`config.mk`:
```
export PLATFORM = sky130hd
export DESIGN_NAME = multitouch_to_single_touch
export DESIGN_NICKNAME = d
export VERILOG_FILES = /design/src/rtl/mtst_pkg.sv /design/src/rtl/mtst_ram.sv /design/src/rtl/multitouch_to_single_touch.sv
export SDC_FILE = /design/constraint.sdc
export NUM_CORES = 1
export LEC_CHECK = 0
export BUFFER_PORTS_ARGS = -buffer_cell sky130_fd_sc_hd__buf_2
export CAP_MARGIN = 20
export CORE_ASPECT_RATIO = 1.2
export CORE_MARGIN = 3
export CORE_UTILIZATION = 48
export DETAILED_ROUTE_END_ITERATION = 10
export PLACE_DENSITY = 0.72
export SLEW_MARGIN = 40
export SYNTH_ARGS = -nofsm -noshare
export SYNTH_HDL_FRONTEND = slang
export SYNTH_HIERARCHICAL = 1
export SYNTH_SLANG_ARGS = --single-unit
export TNS_END_PERCENT = 20
```
`constraint.sdc`:
```
create_clock -name i_clk -period 7.07 [get_ports i_clk]
set_input_delay 1.414 -clock i_clk [delete_from_list [all_inputs] [get_ports i_clk]]
set_output_delay 1.414 -clock i_clk [all_outputs]
set_load 0.01 [all_outputs]
```
`src/rtl/mtst_pkg.sv`:
```
// ----------------------------------------------------------------------------
// mtst_pkg
// Shared constants for the multi-touch to single-touch translator: event
// types, axis and key codes, and default parameter values.
// ----------------------------------------------------------------------------
package mtst_pkg;

    // default configuration
    localparam int          DEF_SLOT_COUNT = 16;
    localparam logic        DEF_MT_SOURCE  = 1'b1;

    // field widths
    localparam int          TYPE_W  = 16;
    localparam int          CODE_W  = 16;
    localparam int          VALUE_W = 32;
    localparam int          DATA_W  = TYPE_W + CODE_W + VALUE_W;

    // event types
    localparam logic [15:0] EVT_SYN = 16'h0000;
    localparam logic [15:0] EVT_KEY = 16'h0001;
    localparam logic [15:0] EVT_ABS = 16'h0003;

    // axis codes
    localparam logic [15:0] AXIS_X        = 16'h0000;
    localparam logic [15:0] AXIS_Y        = 16'h0001;
    localparam logic [15:0] AXIS_MT_SLOT  = 16'h002f;
    localparam logic [15:0] AXIS_MT_X     = 16'h0035;
    localparam logic [15:0] AXIS_MT_Y     = 16'h0036;
    localparam logic [15:0] AXIS_MT_TRACK = 16'h0039;

    // key and sync codes
    localparam logic [15:0] KEY_TOUCH   = 16'h014a;
    localparam logic [15:0] SYNC_REPORT = 16'h0000;

endpackage

```
`src/rtl/mtst_ram.sv`:
```
// ----------------------------------------------------------------------------
// mtst_ram
// Generic single-write, single-read synchronous RAM with a registered read
// port; read data holds while no read is requested.
// ----------------------------------------------------------------------------
module mtst_ram #(
    parameter int WIDTH = 32,
    parameter int DEPTH = 16,
    parameter int ADDR_W = (DEPTH > 1) ? $clog2(DEPTH) : 1
) (
    input  logic              i_clk,
    input  logic              i_we,
    input  logic [ADDR_W-1:0] i_waddr,
    input  logic [WIDTH-1:0]  i_wdata,
    input  logic              i_re,
    input  logic [ADDR_W-1:0] i_raddr,
    output logic [WIDTH-1:0]  o_rdata
);

    logic [WIDTH-1:0] r_mem [DEPTH];
    logic [WIDTH-1:0] r_rdata;

    // write port and registered read port
    always_ff @(posedge i_clk) begin
        if (i_we) begin
            r_mem[i_waddr] <= i_wdata;
        end
        if (i_re) begin
            r_rdata <= r_mem[i_raddr];
        end
    end

    assign o_rdata = r_rdata;

endmodule

```
`src/rtl/multitouch_to_single_touch.sv`:
```
// ----------------------------------------------------------------------------
// multitouch_to_single_touch
// Translates slot-based multi-touch input events into single-touch events.
// ----------------------------------------------------------------------------
// Each input beat is one event (type, code, value). Slot, MT X, MT Y and
// tracking id events only update internal state and produce no output beat;
// X/Y axis and key events pass through as one beat (a multi-touch source's
// own touch key is dropped). A sync report produces one to four beats:
// touch-down or touch-up key, X, Y of the lowest active slot, then the sync
// itself, with tlast on the final beat. An event that yields zero or one beat
// is taken every cycle while the output is not stalled; a sync report holds
// the input until its last beat loads the single output register. X and Y live
// in two small RAMs read once per sync report; per-slot written bits make a
// never-written position read as zero, so no clearing pass runs after reset.
// The mt_source register (reset 1) is written through the cfg channel.
// ----------------------------------------------------------------------------
module multitouch_to_single_touch #(
    parameter int SLOT_COUNT = mtst_pkg::DEF_SLOT_COUNT
) (
    input  logic                        i_clk,
    input  logic                        i_rst_n,
    // input events
    input  logic                        s_axis_tvalid,
    output logic                        s_axis_tready,
    // [15:0] event_type, [31:16] event_code, [63:32] event_value
    input  logic [mtst_pkg::DATA_W-1:0] s_axis_tdata,
    // output events
    output logic                        m_axis_tvalid,
    input  logic                        m_axis_tready,
    // [15:0] out_type, [31:16] out_code, [63:32] out_value
    output logic [mtst_pkg::DATA_W-1:0] m_axis_tdata,
    output logic                        m_axis_tlast,
    // configuration: mt_source
    input  logic                        i_cfg_valid,
    output logic                        o_cfg_ready,
    input  logic [0:0]                  i_cfg_data
);

    localparam int SLOT_W = (SLOT_COUNT > 1) ? $clog2(SLOT_COUNT) : 1;

    // pending beat bits, emitted from lowest to highest
    localparam int B_KEY  = 0;
    localparam int B_X    = 1;
    localparam int B_Y    = 2;
    localparam int B_SYNC = 3;
    localparam int B_PASS = 4;
    localparam int PEND_W = 5;

    // input fields
    logic [15:0] in_type;
    logic [15:0] in_code;
    logic [31:0] in_value;

    assign in_type  = s_axis_tdata[15:0];
    assign in_code  = s_axis_tdata[31:16];
    assign in_value = s_axis_tdata[63:32];

    // control state
    logic                  r_mt_source;
    logic [SLOT_W-1:0]     r_slot;
    logic                  r_slot_in_range;
    logic [SLOT_COUNT-1:0] r_active;
    logic [SLOT_COUNT-1:0] r_x_ok;
    logic [SLOT_COUNT-1:0] r_y_ok;
    logic                  r_touch_down;
    logic [PEND_W-1:0]     r_pend;
    logic                  r_o_valid;

    // payload
    logic [15:0]           r_pass_type;
    logic [15:0]           r_pass_code;
    logic [31:0]           r_pass_value;
    logic                  r_touch_val;
    logic                  r_rd_x_ok;
    logic                  r_rd_y_ok;
    logic [15:0]           r_o_type;
    logic [15:0]           r_o_code;
    logic [31:0]           r_o_value;
    logic                  r_o_last;

    logic                  s_acc;
    logic                  is_abs;
    logic                  is_key;
    logic                  is_sync;
    logic                  slot_val_ok;
    logic                  x_we;
    logic                  y_we;
    logic                  trk_we;
    logic                  pass_item;
    logic                  any_active;
    logic [SLOT_W-1:0]     first_slot;
    logic [PEND_W-1:0]     n_pend;
    logic [31:0]           x_rdata;
    logic [31:0]           y_rdata;

    logic                  beat_valid;
    logic                  beat_last;
    logic                  out_load;
    logic                  beat_take;
    logic [PEND_W-1:0]     beat_sel;
    logic [15:0]           beat_type;
    logic [15:0]           beat_code;
    logic [31:0]           beat_value;

    // decode of the input beat
    assign s_acc       = s_axis_tvalid && s_axis_tready;
    assign is_abs      = (in_type == mtst_pkg::EVT_ABS);
    assign is_key      = (in_type == mtst_pkg::EVT_KEY);
    assign is_sync     = (in_type == mtst_pkg::EVT_SYN) && (in_code == mtst_pkg::SYNC_REPORT);
    assign slot_val_ok = !in_value[31] && (in_value < 32'(SLOT_COUNT));
    assign x_we   = s_acc && is_abs && (in_code == mtst_pkg::AXIS_MT_X) && r_slot_in_range;
    assign y_we   = s_acc && is_abs && (in_code == mtst_pkg::AXIS_MT_Y) && r_slot_in_range;
    assign trk_we = s_acc && is_abs && (in_code == mtst_pkg::AXIS_MT_TRACK) && r_slot_in_range;
    assign pass_item = (is_abs && ((in_code == mtst_pkg::AXIS_X) || (in_code == mtst_pkg::AXIS_Y)))
                    || (is_key && !((in_code == mtst_pkg::KEY_TOUCH) && r_mt_source));

    // lowest active slot
    always_comb begin
        any_active = 1'b0;
        first_slot = '0;
        for (int i = SLOT_COUNT - 1; i >= 0; i--) begin
            if (r_active[i]) begin
                any_active = 1'b1;
                first_slot = SLOT_W'(i);
            end
        end
    end

    // beats planned for the accepted item
    always_comb begin
        n_pend = '0;
        if (pass_item) begin
            n_pend[B_PASS] = 1'b1;
        end else if (is_sync) begin
            n_pend[B_KEY]  = any_active ? !r_touch_down : r_touch_down;
            n_pend[B_X]    = any_active;
            n_pend[B_Y]    = any_active;
            n_pend[B_SYNC] = 1'b1;
        end
    end

    // position memories
    mtst_ram #(
        .WIDTH (32),
        .DEPTH (SLOT_COUNT)
    ) u_x_ram (
        .i_clk   (i_clk),
        .i_we    (x_we),
        .i_waddr (r_slot),
        .i_wdata (in_value),
        .i_re    (s_acc && is_sync),
        .i_raddr (first_slot),
        .o_rdata (x_rdata)
    );

    mtst_ram #(
        .WIDTH (32),
        .DEPTH (SLOT_COUNT)
    ) u_y_ram (
        .i_clk   (i_clk),
        .i_we    (y_we),
        .i_waddr (r_slot),
        .i_wdata (in_value),
        .i_re    (s_acc && is_sync),
        .i_raddr (first_slot),
        .o_rdata (y_rdata)
    );

    // beat sequencing from the pending bits
    assign beat_valid = |r_pend;
    assign beat_sel   = r_pend & (~r_pend + PEND_W'(1));
    assign beat_last  = beat_valid && ((r_pend & (r_pend - PEND_W'(1))) == '0);
    assign out_load   = !r_o_valid || m_axis_tready;
    assign beat_take  = beat_valid && out_load;

    assign s_axis_tready = !beat_valid || (beat_last && out_load);
    assign o_cfg_ready   = 1'b1;

    // fields of the next output beat
    always_comb begin
        beat_type  = mtst_pkg::EVT_SYN;
        beat_code  = mtst_pkg::SYNC_REPORT;
        beat_value = '0;
        priority if (r_pend[B_KEY]) begin
            beat_type  = mtst_pkg::EVT_KEY;
            beat_code  = mtst_pkg::KEY_TOUCH;
            beat_value = {31'd0, r_touch_val};
        end else if (r_pend[B_X]) begin
            beat_type  = mtst_pkg::EVT_ABS;
            beat_code  = mtst_pkg::AXIS_X;
            beat_value = r_rd_x_ok ? x_rdata : '0;
        end else if (r_pend[B_Y]) begin
            beat_type  = mtst_pkg::EVT_ABS;
            beat_code  = mtst_pkg::AXIS_Y;
            beat_value = r_rd_y_ok ? y_rdata : '0;
        end else if (r_pend[B_SYNC]) begin
            beat_type  = mtst_pkg::EVT_SYN;
            beat_code  = mtst_pkg::SYNC_REPORT;
            beat_value = '0;
        end else begin
            beat_type  = r_pass_type;
            beat_code  = r_pass_code;
            beat_value = r_pass_value;
        end
    end

    // control registers
    always_ff @(posedge i_clk) begin
        if (!i_rst_n) begin
            r_mt_source     <= mtst_pkg::DEF_MT_SOURCE;
            r_slot          <= '0;
            r_slot_in_range <= 1'b1;
            r_active        <= '0;
            r_x_ok          <= '0;
            r_y_ok          <= '0;
            r_touch_down    <= 1'b0;
            r_pend          <= '0;
            r_o_valid       <= 1'b0;
        end else begin
            if (i_cfg_valid) begin
                r_mt_source <= i_cfg_data[0];
            end
            // slot selection
            if (s_acc && is_abs && (in_code == mtst_pkg::AXIS_MT_SLOT)) begin
                if (slot_val_ok) begin
                    r_slot          <= in_value[SLOT_W-1:0];
                    r_slot_in_range <= 1'b1;
                end else begin
                    r_slot_in_range <= 1'b0;
                end
            end
            // per-slot flags
            if (x_we) begin
                r_x_ok[r_slot] <= 1'b1;
            end
            if (y_we) begin
                r_y_ok[r_slot] <= 1'b1;
            end
            if (trk_we) begin
                r_active[r_slot] <= !in_value[31];
            end
            if (s_acc && is_sync) begin
                r_touch_down <= any_active;
            end
            // pending beats
            if (s_acc) begin
                r_pend <= n_pend;
            end else if (beat_take) begin
                r_pend <= r_pend & ~beat_sel;
            end
            // output register
            if (out_load) begin
                r_o_valid <= beat_valid;
            end
        end
    end

    // payload registers
    always_ff @(posedge i_clk) begin
        if (s_acc) begin
            r_pass_type  <= in_type;
            r_pass_code  <= in_code;
            r_pass_value <= in_value;
        end
        if (s_acc && is_sync) begin
            r_touch_val <= any_active;
            r_rd_x_ok   <= r_x_ok[first_slot];
            r_rd_y_ok   <= r_y_ok[first_slot];
        end
        if (beat_take) begin
            r_o_type  <= beat_type;
            r_o_code  <= beat_code;
            r_o_value <= beat_value;
            r_o_last  <= beat_last;
        end
    end

    assign m_axis_tvalid = r_o_valid;
    assign m_axis_tdata  = {r_o_value, r_o_code, r_o_type};
    assign m_axis_tlast  = r_o_last;

    // a pass-through item never shares its run with other beats
    a_pass_alone: assert property (@(posedge i_clk) disable iff (!i_rst_n)
        r_pend[B_PASS] |-> $onehot(r_pend))
        else $error("pass-through beat mixed with sync beats");

    // x is never pending without y behind it
    a_x_then_y: assert property (@(posedge i_clk) disable iff (!i_rst_n)
        r_pend[B_X] |-> r_pend[B_Y])
        else $error("x beat pending without y beat");

    // an accepted sync report always queues its sync beat
    a_sync_queued: assert property (@(posedge i_clk) disable iff (!i_rst_n)
        (s_acc && is_sync) |=> r_pend[B_SYNC])
        else $error("sync report did not queue a sync beat");

    // input is only taken when at most the final beat remains
    a_ready_last: assert property (@(posedge i_clk) disable iff (!i_rst_n)
        s_axis_tready |-> ((r_pend == '0) || $onehot(r_pend)))
        else $error("input taken while several beats remain");

    // an active slot at a sync report leaves the touch down
    a_touch_down: assert property (@(posedge i_clk) disable iff (!i_rst_n)
        (s_acc && is_sync && any_active) |=> r_touch_down)
        else $error("touch not marked down after active sync");

endmodule

```
# ---- After elaboration in Yosys (flattened, before gate mapping)
# Memory sizes are Yosys's and may differ from the RTL's. A register that Yosys moved wholly into a read port is not among the register bits.
# Cells that the tools add are included.
dict set report classes {
  add_sub_neg 2
  order_cmp 4
  n_eq_ne 8
  n_mux 62
  bitwise 7
  n_reduce_logical 37
}
# operator count
set op_table {}
lappend op_table {{32-bit two-way mux} 5}
lappend op_table {{4-bit two-way mux} 18}
lappend op_table {{16-bit by 6-bit equality test with 1-bit output (second input constant)} 4}
lappend op_table {{16-bit by 1-bit equality test with 1-bit output (second input constant)} 2}
lappend op_table {{16-bit logical NOT} 2}
lappend op_table {{32-bit by 5-bit less-than comparator with 1-bit output (second input constant)} 1}
lappend op_table {{16-bit bitwise OR} 2}
lappend op_table {{1-bit two-way mux} 27}
lappend op_table {{9-bit two-way mux} 3}
lappend op_table {{1-bit logical AND} 19}
lappend op_table {{16-bit bitwise mux} 1}
lappend op_table {{16-bit by 2-bit equality test with 1-bit output (second input constant)} 1}
lappend op_table {{16-bit by 9-bit equality test with 1-bit output (second input constant)} 1}
lappend op_table {{5-bit AND} 3}
lappend op_table {{4-bit by 5-bit less-than comparator with 1-bit output (second input constant)} 2}
lappend op_table {{5-bit two-way mux} 2}
lappend op_table {{5-bit NOT} 2}
lappend op_table {{1-bit binary-select mux with 4-bit select} 2}
lappend op_table {{2-bit two-way mux} 3}
lappend op_table {{5-bit by 1-bit adder with 5-bit output (second input constant)} 1}
lappend op_table {{1-bit logical NOT} 5}
lappend op_table {{5-bit logical NOT} 1}
lappend op_table {{5-bit OR reduction} 1}
lappend op_table {{5-bit by 1-bit subtractor with 5-bit output (second input constant)} 1}
lappend op_table {{8 further kinds} 11}
dict set report word_totals {
  ff_bits 193
  ram_bits 1024
  out_inout_bits 68
  elab_cells 146
  memories 2
}
# memory depth word_bits rd rd_ports_with_merged_regs write_ports line
set memory_table {}
lappend memory_table {u_x_ram.r_mem 16 32 1 1 1 mtst_ram.sv:20} ;# logic [WIDTH-1:0] r_mem [DEPTH];
lappend memory_table {u_y_ram.r_mem 16 32 1 1 1 mtst_ram.sv:20}

# ---- Longest topological paths before layout
# Gate-level depths: netlist (run 1).
dict set report depth {
  depth_word 20
  depth_mapped 11
  ltp_nobuf 8
}

# ---- By module
# Netlist (run 1), hierarchy kept.
# mod n_inst cells_per_inst area_each_um2 seq_area_each_um2
set by_module_without_submodules {}
lappend by_module_without_submodules {{mtst_ram at u_y_ram} 1 838 20174.3 16335.7}
lappend by_module_without_submodules {{mtst_ram at u_x_ram} 1 838 20155.6 16335.7}
lappend by_module_without_submodules {multitouch_to_single_touch 1 678 8018.9 5185.0}

# ---- Worst setup path before layout (run 1)
# Ideal clock, no wire load.
dict set report synth_timing {
  path_type {input-to-reg}
  from {input m_axis_tready}
  to {memory u_x_ram.r_mem[0][0] (enable)}
  setup_ns 0.461
  arrival_ns 5.580
  slack_ns 1.029
  path_stages 8
  path_buffers 2
  path_cell_list {nor2b_1 -> clkbuf_1 -> or4_4 -> a2111oi_4 -> buf_6 -> and2_1 -> or3b_2 -> nor3_1}
}
dict set report synth_via {
  elab_chain_len 9
}
# element line
set synth_rtl {}
lappend synth_rtl {{start, declared} multitouch_to_single_touch.sv:29} ;# input logic m_axis_tready,
lappend synth_rtl {{1-bit logical OR} multitouch_to_single_touch.sv:173} ;# assign out_load = !r_o_valid || m_axis_tready;
lappend synth_rtl {{1-bit logical AND} multitouch_to_single_touch.sv:176} ;# assign s_axis_tready = !beat_valid || (beat_last && out_load);
lappend synth_rtl {{1-bit logical OR} multitouch_to_single_touch.sv:176}
lappend synth_rtl {{1-bit logical AND} multitouch_to_single_touch.sv:106} ;# assign s_acc = s_axis_tvalid && s_axis_tready;
lappend synth_rtl {{1-bit logical AND (3 in a row)} multitouch_to_single_touch.sv:111} ;# assign x_we = s_acc && is_abs && (in_code == mtst_pkg::AXIS_MT_X) && r_slot_in_range;
lappend synth_rtl {{named net x_we} multitouch_to_single_touch.sv:86} ;# logic x_we;
lappend synth_rtl {{1-bit two-way mux} mtst_ram.sv:25} ;# if (i_we) begin
lappend synth_rtl {{1-bit two-way mux (implied by the code)} mtst_ram.sv:26} ;# r_mem[i_waddr] <= i_wdata;
lappend synth_rtl {{end, declared} mtst_ram.sv:20}
# The timed path passes the listed nets, and every way through them passes these cells.

# ---- Final worst setup path (run 1)
dict set report layout_timing {
  from {input s_axis_tdata[29] (netlist bit)}
  to {memory u_x_ram.r_mem[1][26] (enable)}
}
dict set report layout_via {
  elab_chain_len 5
}
# element line
set layout_rtl {}
lappend layout_rtl {{start, declared} multitouch_to_single_touch.sv:26} ;# input logic [mtst_pkg::DATA_W-1:0] s_axis_tdata,
lappend layout_rtl {{16-bit by 6-bit equality test with 1-bit output} multitouch_to_single_touch.sv:111}
lappend layout_rtl {{1-bit logical AND (2 in a row)} multitouch_to_single_touch.sv:111}
lappend layout_rtl {{named net x_we} multitouch_to_single_touch.sv:86}
lappend layout_rtl {{1-bit two-way mux} mtst_ram.sv:25}
lappend layout_rtl {{1-bit two-way mux (implied by the code)} mtst_ram.sv:26}
# The timed path passes the listed nets, and every way through them passes these cells.

==> flow_summary.ini, run 1 <==
[logic_synthesis]
synth_area_per_cell_um2 = 20.5
yosysTopAreaCellShare = 0.758
yosysSeqAreaShare = 0.783
synth_nets = 2424
synth_cells = 2354
async_flop_share = 0
ys_ff_latch = 1281
synthTopCellsByCount = edfxtp_1, mux4_2, nand2_1
synthTopCellsByArea = edfxtp_1, mux4_2, dfxtp_1
yosys_warnings = 6
syn_area_um2 = 48300
synth-edff-count = 1220
ys.flop_type = edfxtp_1
synth_top_area_cell = edfxtp_1
ys_types = 63
post-synth-top-count-cell = edfxtp_1

[routing]
drcViolationCount = 0
routedWlPerCell_um = 30.2
dr_total_vias = 25303
drt_iter0_drc = 3249
avgViaCountPerCell = 6.35
dr.pass1.iters = 8
routed_wl_um = 120000
ant_nets = 0

[placed_design]
hpwl_um = 74800
place_area_um2 = 51800
globalplace.congestion = 0.839
numPortBuffers = 136

[clocking]
postCtsHoldBufs = 0
clkSinkCount = 1281
cts_buffers = 120
htreeDepth = 3
cts_tree = done
cts_root_buf = clkbuf_16
cts_resized = 0
clk_pin_slew_ns = 0.06
worstSkewPairLatency_ns = 0.69
clk_path_buf_depth = 3
cts_setup_buffers = 0

[hold_path]
timing.hold.worst.start = r_y_ok[11]$_SDFFE_PN0P_
whs_path_depth = 2
hold_end = r_y_ok[11]$_SDFFE_PN0P_
min_path_type = register to register

[grt]
grt_pass1_wl_um = 177000
grt.total_usage = 0.232
grt_pass1_vias = 25695
grt_max_degree = 101
antenna_found_initial = 8
grt_overflow = 0

[timing]
drv_slew = 0
clock_skew_ns = 0.0187
fmax_mhz = 228
rsz0062_at_grt = false
slew_headroom = 0.435
hold_viol = 0
tns_ns = 0
timing.final.crit_share = 0.621
setup_viol = 0
min_period_ns = 4.39
worst_pin_slew_ns = 0.848

[power]
power.internal_mw = 12.4
power_frac_comb = 0.015
vdd_drop_max_v = 0.000212
leakagePower_nw = 17.6
p_sw_mw = 2.92
netSwitchingFraction = 0.191
powerDensity_nw_per_um2 = 273
p_clk_frac = 0.439
pwr-share-seq = 0.545

[floorplan]
dieWidth_um = 296
dieHeight_um = 354
start_util = 0.488
core-area_um2 = 99200
die_area_um2 = 105000
pin_count = 138
rows = 126

[outcome]
status = complete, no violations

[setup_path]
reg2reg_from = r_active[10]$_SDFFE_PN0P_
critical_path.max_fanout = 18
worstPathArrival_ns = 4.78
timing.rr.end = u_x_ram/o_rdata[4]$_DFFE_PP_
cp-start-kind = input port
cp-end-kind = register
r2r_cells = 9
reg2reg_setup_slack_ns = 2.87
crit_type = input port to register
critPathRequiredTime_ns = 7.46

[layout]
final_layout_size_suffix_gt1_frac = 0.284
final_nets = 2670
syn2layout_area_growth_pct = 15.9
fin_area_um2 = 56100

[flow_run]
drv_cap = 0
sequential cells by signal, summed over array words and instances, names as in the netlist, 32 cells and up:
| name | flops |
|---|---|
| u_x_ram/o_rdata | 32 |
| u_y_ram/o_rdata | 32 |
| u_x_ram/r_mem | 512 |
| r_o_value | 32 |
| r_pass_value | 32 |
| u_y_ram/r_mem | 512 |
cells by family (layout without fill, tap and decap cells):
kind of cell | count (synthesis) | in the layout | synth area share
multiplexers | 265 | 265 | 0.121
XOR/XNOR | 2 | 2 | 0.000362
AO/OA/AOI/OAI | 275 | 275 | 0.0430
flip-flops | 1281 | 1281 | 0.783
AND/OR/NAND/NOR | 374 | 374 | 0.0378
buffers and inverters | 156 | 503 | 0.0146
other | 1 | 3 | 0.0000776
final cells by class:
type | count | area, um^2
repair buffers | 246 | 2180
clock inverters | 82 | 981
inverters | 34 | 148
multi-input cells | 917 | 10100
flip-flops and latches | 1281 | 37900
fillers | 6998 | 43100
clock buffers | 141 | 3170
diodes | 2 | 5.00
well taps | 1280 | 1600
worst max-delay path, cell delays in order:
cell and delay, ns:
buf_2 0.11, nor4_1 0.33, nand2_1 0.24, nor3_1 0.34, nor4bb_1 0.43, and2_1 0.48
or3b_2 0.62, nor2_4 0.54, buf_16 0.24
how the worst max path moves through the flow:
stage / endpoint / depth (start not counted) / start / slack [ns]
finish: u_x_ram/r_mem[1][26]$_DFFE_PP_ / 9 / s_axis_tdata[29] / 2.68
global route: u_x_ram/r_mem[3][30]$_DFFE_PP_ / 9 / s_axis_tdata[29] / 2.59
CTS: u_x_ram/r_mem[1][28]$_DFFE_PP_ / 8 / s_axis_tdata[3] / 2.38
detailed placement: u_x_ram/r_mem[1][26]$_DFFE_PP_ / 8 / s_axis_tdata[3] / 1.65
global placement: u_x_ram/r_mem[1][26]$_DFFE_PP_ / 7 / s_axis_tdata[3] / 1.49
floorplan: u_x_ram/r_mem[0][0]$_DFFE_PP_ / 8 / m_axis_tready / 1.03
power groups by stage:
stage / logic (mW) / registers [mW] / clock network (mW)
global route: 0.250 / 8.33 / 7.11
floorplan: 0.0412 / 8.50 / 0
finish: 0.233 / 8.34 / 6.72
detailed placement: 0.230 / 8.50 / 0
global placement: 0.214 / 8.50 / 0
CTS: 0.232 / 8.34 / 6.82
per-layer routing:
metal  share of wire  routed length, um  vias up  track usage
li1                -                  -    10236            -
met3           0.096              11600      217       0.0465
met4           0.036               4350        2       0.0826
met1            0.37              44000    13303        0.308
met2            0.50              60200     1545        0.382
met5        0.000067                  8        -            0
stage by stage:
step / instances / power (mW) / setup slack (ns) / utilization / hold WS (ns)
3_5_place_dp: 3751 / 8.73 / 1.65 / 0.522 / 0.445
2_1_floorplan: 2354 / 8.54 / 1.03 / - / 0.419
5_1_grt: 3983 / 15.7 / 2.59 / 0.565 / 0.474
3_3_place_gp: 3702 / 8.71 / 1.49 / 0.513 / 0.432
4_1_cts: 3974 / 15.4 / 2.38 / 0.564 / 0.460
6_report: 3983 / 15.3 / 2.68 / 0.565 / 0.458
placed cells by master (no fill, tap or decap), types with 6 or more instances in the layout:
cell type / n
nor2b_1: 6
nand2b_1: 11
clkinv_1: 23
buf_4: 54
buf_2: 139
or2_2: 6
nand3_2: 7
nand3_1: 11
clkbuf_1: 17
dfxtp_1: 61
nor4_1: 15
buf_16: 23
clkinv_2: 25
nand2_1: 163
o221a_1: 16
nand4_1: 6
a222oi_1: 20
clkbuf_16: 124
inv_1: 32
nor2_1: 34
o21ai_1: 10
edfxtp_1: 1220
nor3_1: 9
bufinv_16: 22
buf_8: 23
o21ai_0: 43
a22oi_1: 143
mux4_2: 256
nor2_4: 29
nor3_2: 11
a21oi_1: 6
mux2i_1: 6
nand3b_1: 6
and2_1: 31
Power figures use the tool's default switching activity.
==> run 2: changes to the inputs <==
ABC_AREA = 1   (was not set)
clock period = 4.1 ns   (was 7.07 ns; I/O delays follow)
==> flow_summary.ini, run 2 <==
[layout]
final_common_cell = nand2_1
fin_area_um2 = 61500
final_layout_size_suffix_gt1_frac = 0.0962
syn2layout_area_growth_pct = 13.0
final_cell_mix = nand2_1, edfxtp_1, inv_1, nand3_1, buf_2
top_regs = u_x_ram/r_mem x512, u_y_ram/r_mem x512
final_core_util = 0.550
final_nets = 5304
n_fill_cell = 9164

[power]
powerDensity_nw_per_um2 = 483
vdd_drop_max_v = 0.000474
leakagePower_nw = 25.3

[floorplan]
dieHeight_um = 375
rows = 134
pin_count = 138
die_area_um2 = 117000
start_util = 0.487
dieWidth_um = 313
core-area_um2 = 112000

[setup_path]
cp-start-kind = register
worstPathArrival_ns = 4.04
max_stage_delay_ns = 0.49
cp.buffers_inverters = 3
cp-end-kind = register
critPathRequiredTime_ns = 4.47
crit_chain = nor2_4 > inv_2 > nor2_2 > nor2_1 > nor3_2 > nand2_1 > a21boi_4 > nand4_1 > nor4_2 > buf_4 > nand3_1 > nor2_4 > buf_4
crit_family = simple AND/OR/NAND/NOR gates
critical_path.max_fanout = 13
slowest_stage = nor4_2
crit_type = register to register

[routing]
avgViaCountPerCell = 5.43
dr.pass1.iters = 6
dr_total_vias = 37080
routedWlPerCell_um = 21.5
ant_nets = 0
drcViolationCount = 0
routed_wl_um = 147000
drt_iter0_drc = 4732

[timing]
layout_setup_ws_ns = 0.427
setup_viol = 0
timing.final.crit_share = 0.896
rsz0062_at_grt = false
clock_skew_ns = 0.0289
fmax_mhz = 272
drv_slew = 0
hold_viol = 0
worst_pin_slew_ns = 0.966
slew_headroom = 0.349
min_period_ns = 3.67
finalHoldWorstSlack_ns = 0.316

[logic_synthesis]
async_flop_share = 0
synth_area_per_cell_um2 = 10.7
synthTopCellsByArea = edfxtp_1, nand2_1, nand3_1
synth_nets = 5151
post-synth-top-count-cell = nand2_1
yosys_warnings = 6
yosysSeqAreaShare = 0.696
synth_top_area_cell = edfxtp_1
yosysTopAreaCellShare = 0.673
ys.flop_type = edfxtp_1
synth_cells = 5081
synth-edff-count = 1220
ys_ff_latch = 1281
syn_area_um2 = 54400
synthTopCellsByCount = nand2_1, edfxtp_1, inv_1
ys_types = 44

[clocking]
worstSkewPairLatency_ns = 0.71
cts_tree = done
cts_resized = 0
postCtsHoldBufs = 0
clkSinkCount = 1281
clk_path_buf_depth = 3
cts_root_buf = clkbuf_16
htreeDepth = 3
cts_buffers = 118
clk_pin_slew_ns = 0.06
cts_setup_buffers = 0

[outcome]
status = complete, no violations

[grt]
grt_pass1_vias = 36161
grt_overflow = 0
grt_pass1_wl_um = 218000
grt_max_degree = 148
antenna_found_initial = 9
grt.total_usage = 0.246

[flow_run]
drv_cap = 0

[placed_design]
numPortBuffers = 136
globalplace.congestion = 0.856
place_ws_ns = 0.0811
hpwl_um = 83400
place_area_um2 = 57500

[hold_path]
min_path_type = input port to register
run 2: cell types whose count changed in the layout (fill, tap and decap cells not counted), moves of 20 or more:
cell      delta
nand2_1   +1294
mux4_2     -256
nand3_1    +821
buf_16      -22
buf_8       -23
nor2_1      +80
a22oi_1    -143
o21ai_0     -26
a21oi_1     +49
a222oi_1    -20
inv_1      +884
and2_1      -30
buf_12      +57
run 2: layer usage:
layer | vias to the layer above | share of wire | global-route usage
met5 | - | 0.00022 | 0
met4 | 4 | 0.045 | 0.104
met3 | 369 | 0.10 | 0.0431
met2 | 2051 | 0.48 | 0.411
met1 | 17720 | 0.37 | 0.318
li1 | 16936 | - | -
run 2: path summary, 6_finish.rpt:
path              cells past startpoint  slack (ns)                              to              startpoint
setup / recovery                     13        0.43  u_x_ram/r_mem[11][0]$_DFFE_PP_  r_pend[0]$_SDFFE_PN0P_
hold / removal                        1        0.32       r_pass_code[12]$_DFFE_PP_        s_axis_tdata[28]
setup reg to reg                     13        0.43  u_x_ram/r_mem[11][0]$_DFFE_PP_  r_pend[0]$_SDFFE_PN0P_
hold reg to reg                       2        0.46          r_x_ok[3]$_SDFFE_PN0P_  r_x_ok[3]$_SDFFE_PN0P_
run 2: kinds of logic after synthesis:
| family | after synthesis | synth area share |
|---|---|---|
| AOI/OAI and AO/OA | 132 | 0.0166 |
| xor gates and xnor gates | 1 | 0.000161 |
| DFF | 1281 | 0.696 |
| other | 1 | 0.0000689 |
| and+or+nand+nor | 2490 | 0.194 |
| buffers and inverters | 1176 | 0.0932 |
run 2: cell type report:
cell class	count	area, um^2	area share
flip-flops and latches	1281	37900	0.616
multi-input cells	2624	11800	0.191
inverters	936	3560	0.0579
clock buffers	149	3200	0.0521
repair buffers	273	2500	0.0407
well taps	1496	1870	0.0304
clock inverters	70	708	0.0115
diodes	5	12.5	0.000204
run 2: through the flow:
| step | TNS (ns) | cells | power (mW) |
|---|---|---|---|
| global route | 0 | 6829 | 30.5 |
| CTS | 0 | 6828 | 29.8 |
| floorplan | -305.54 | 5081 | 17.0 |
| detailed placement | 0 | 6609 | 18.8 |
| finish | 0 | 6834 | 29.7 |
| global placement | -0.0115 | 6608 | 18.7 |
run 2: power by group:
group / switching, mW / leakage [nW] / internal (mW)
clock network: 4.71 / 1.90 / 6.38
registers: 0.157 / 11.5 / 15.3
logic: 2.41 / 11.8 / 0.736
total: 7.28 / 25.3 / 22.4
run 2: worst register-to-register path, cell delays in order, from the launching register on:
cell and delay (ns):
dfxtp_1 0.38, nor2_4 0.16, inv_2 0.06, nor2_2 0.31, nor2_1 0.10, nor3_2 0.21
nand2_1 0.13, a21boi_4 0.19, nand4_1 0.15, nor4_2 0.49, buf_4 0.25, nand3_1 0.31
nor2_4 0.29, buf_4 0.32
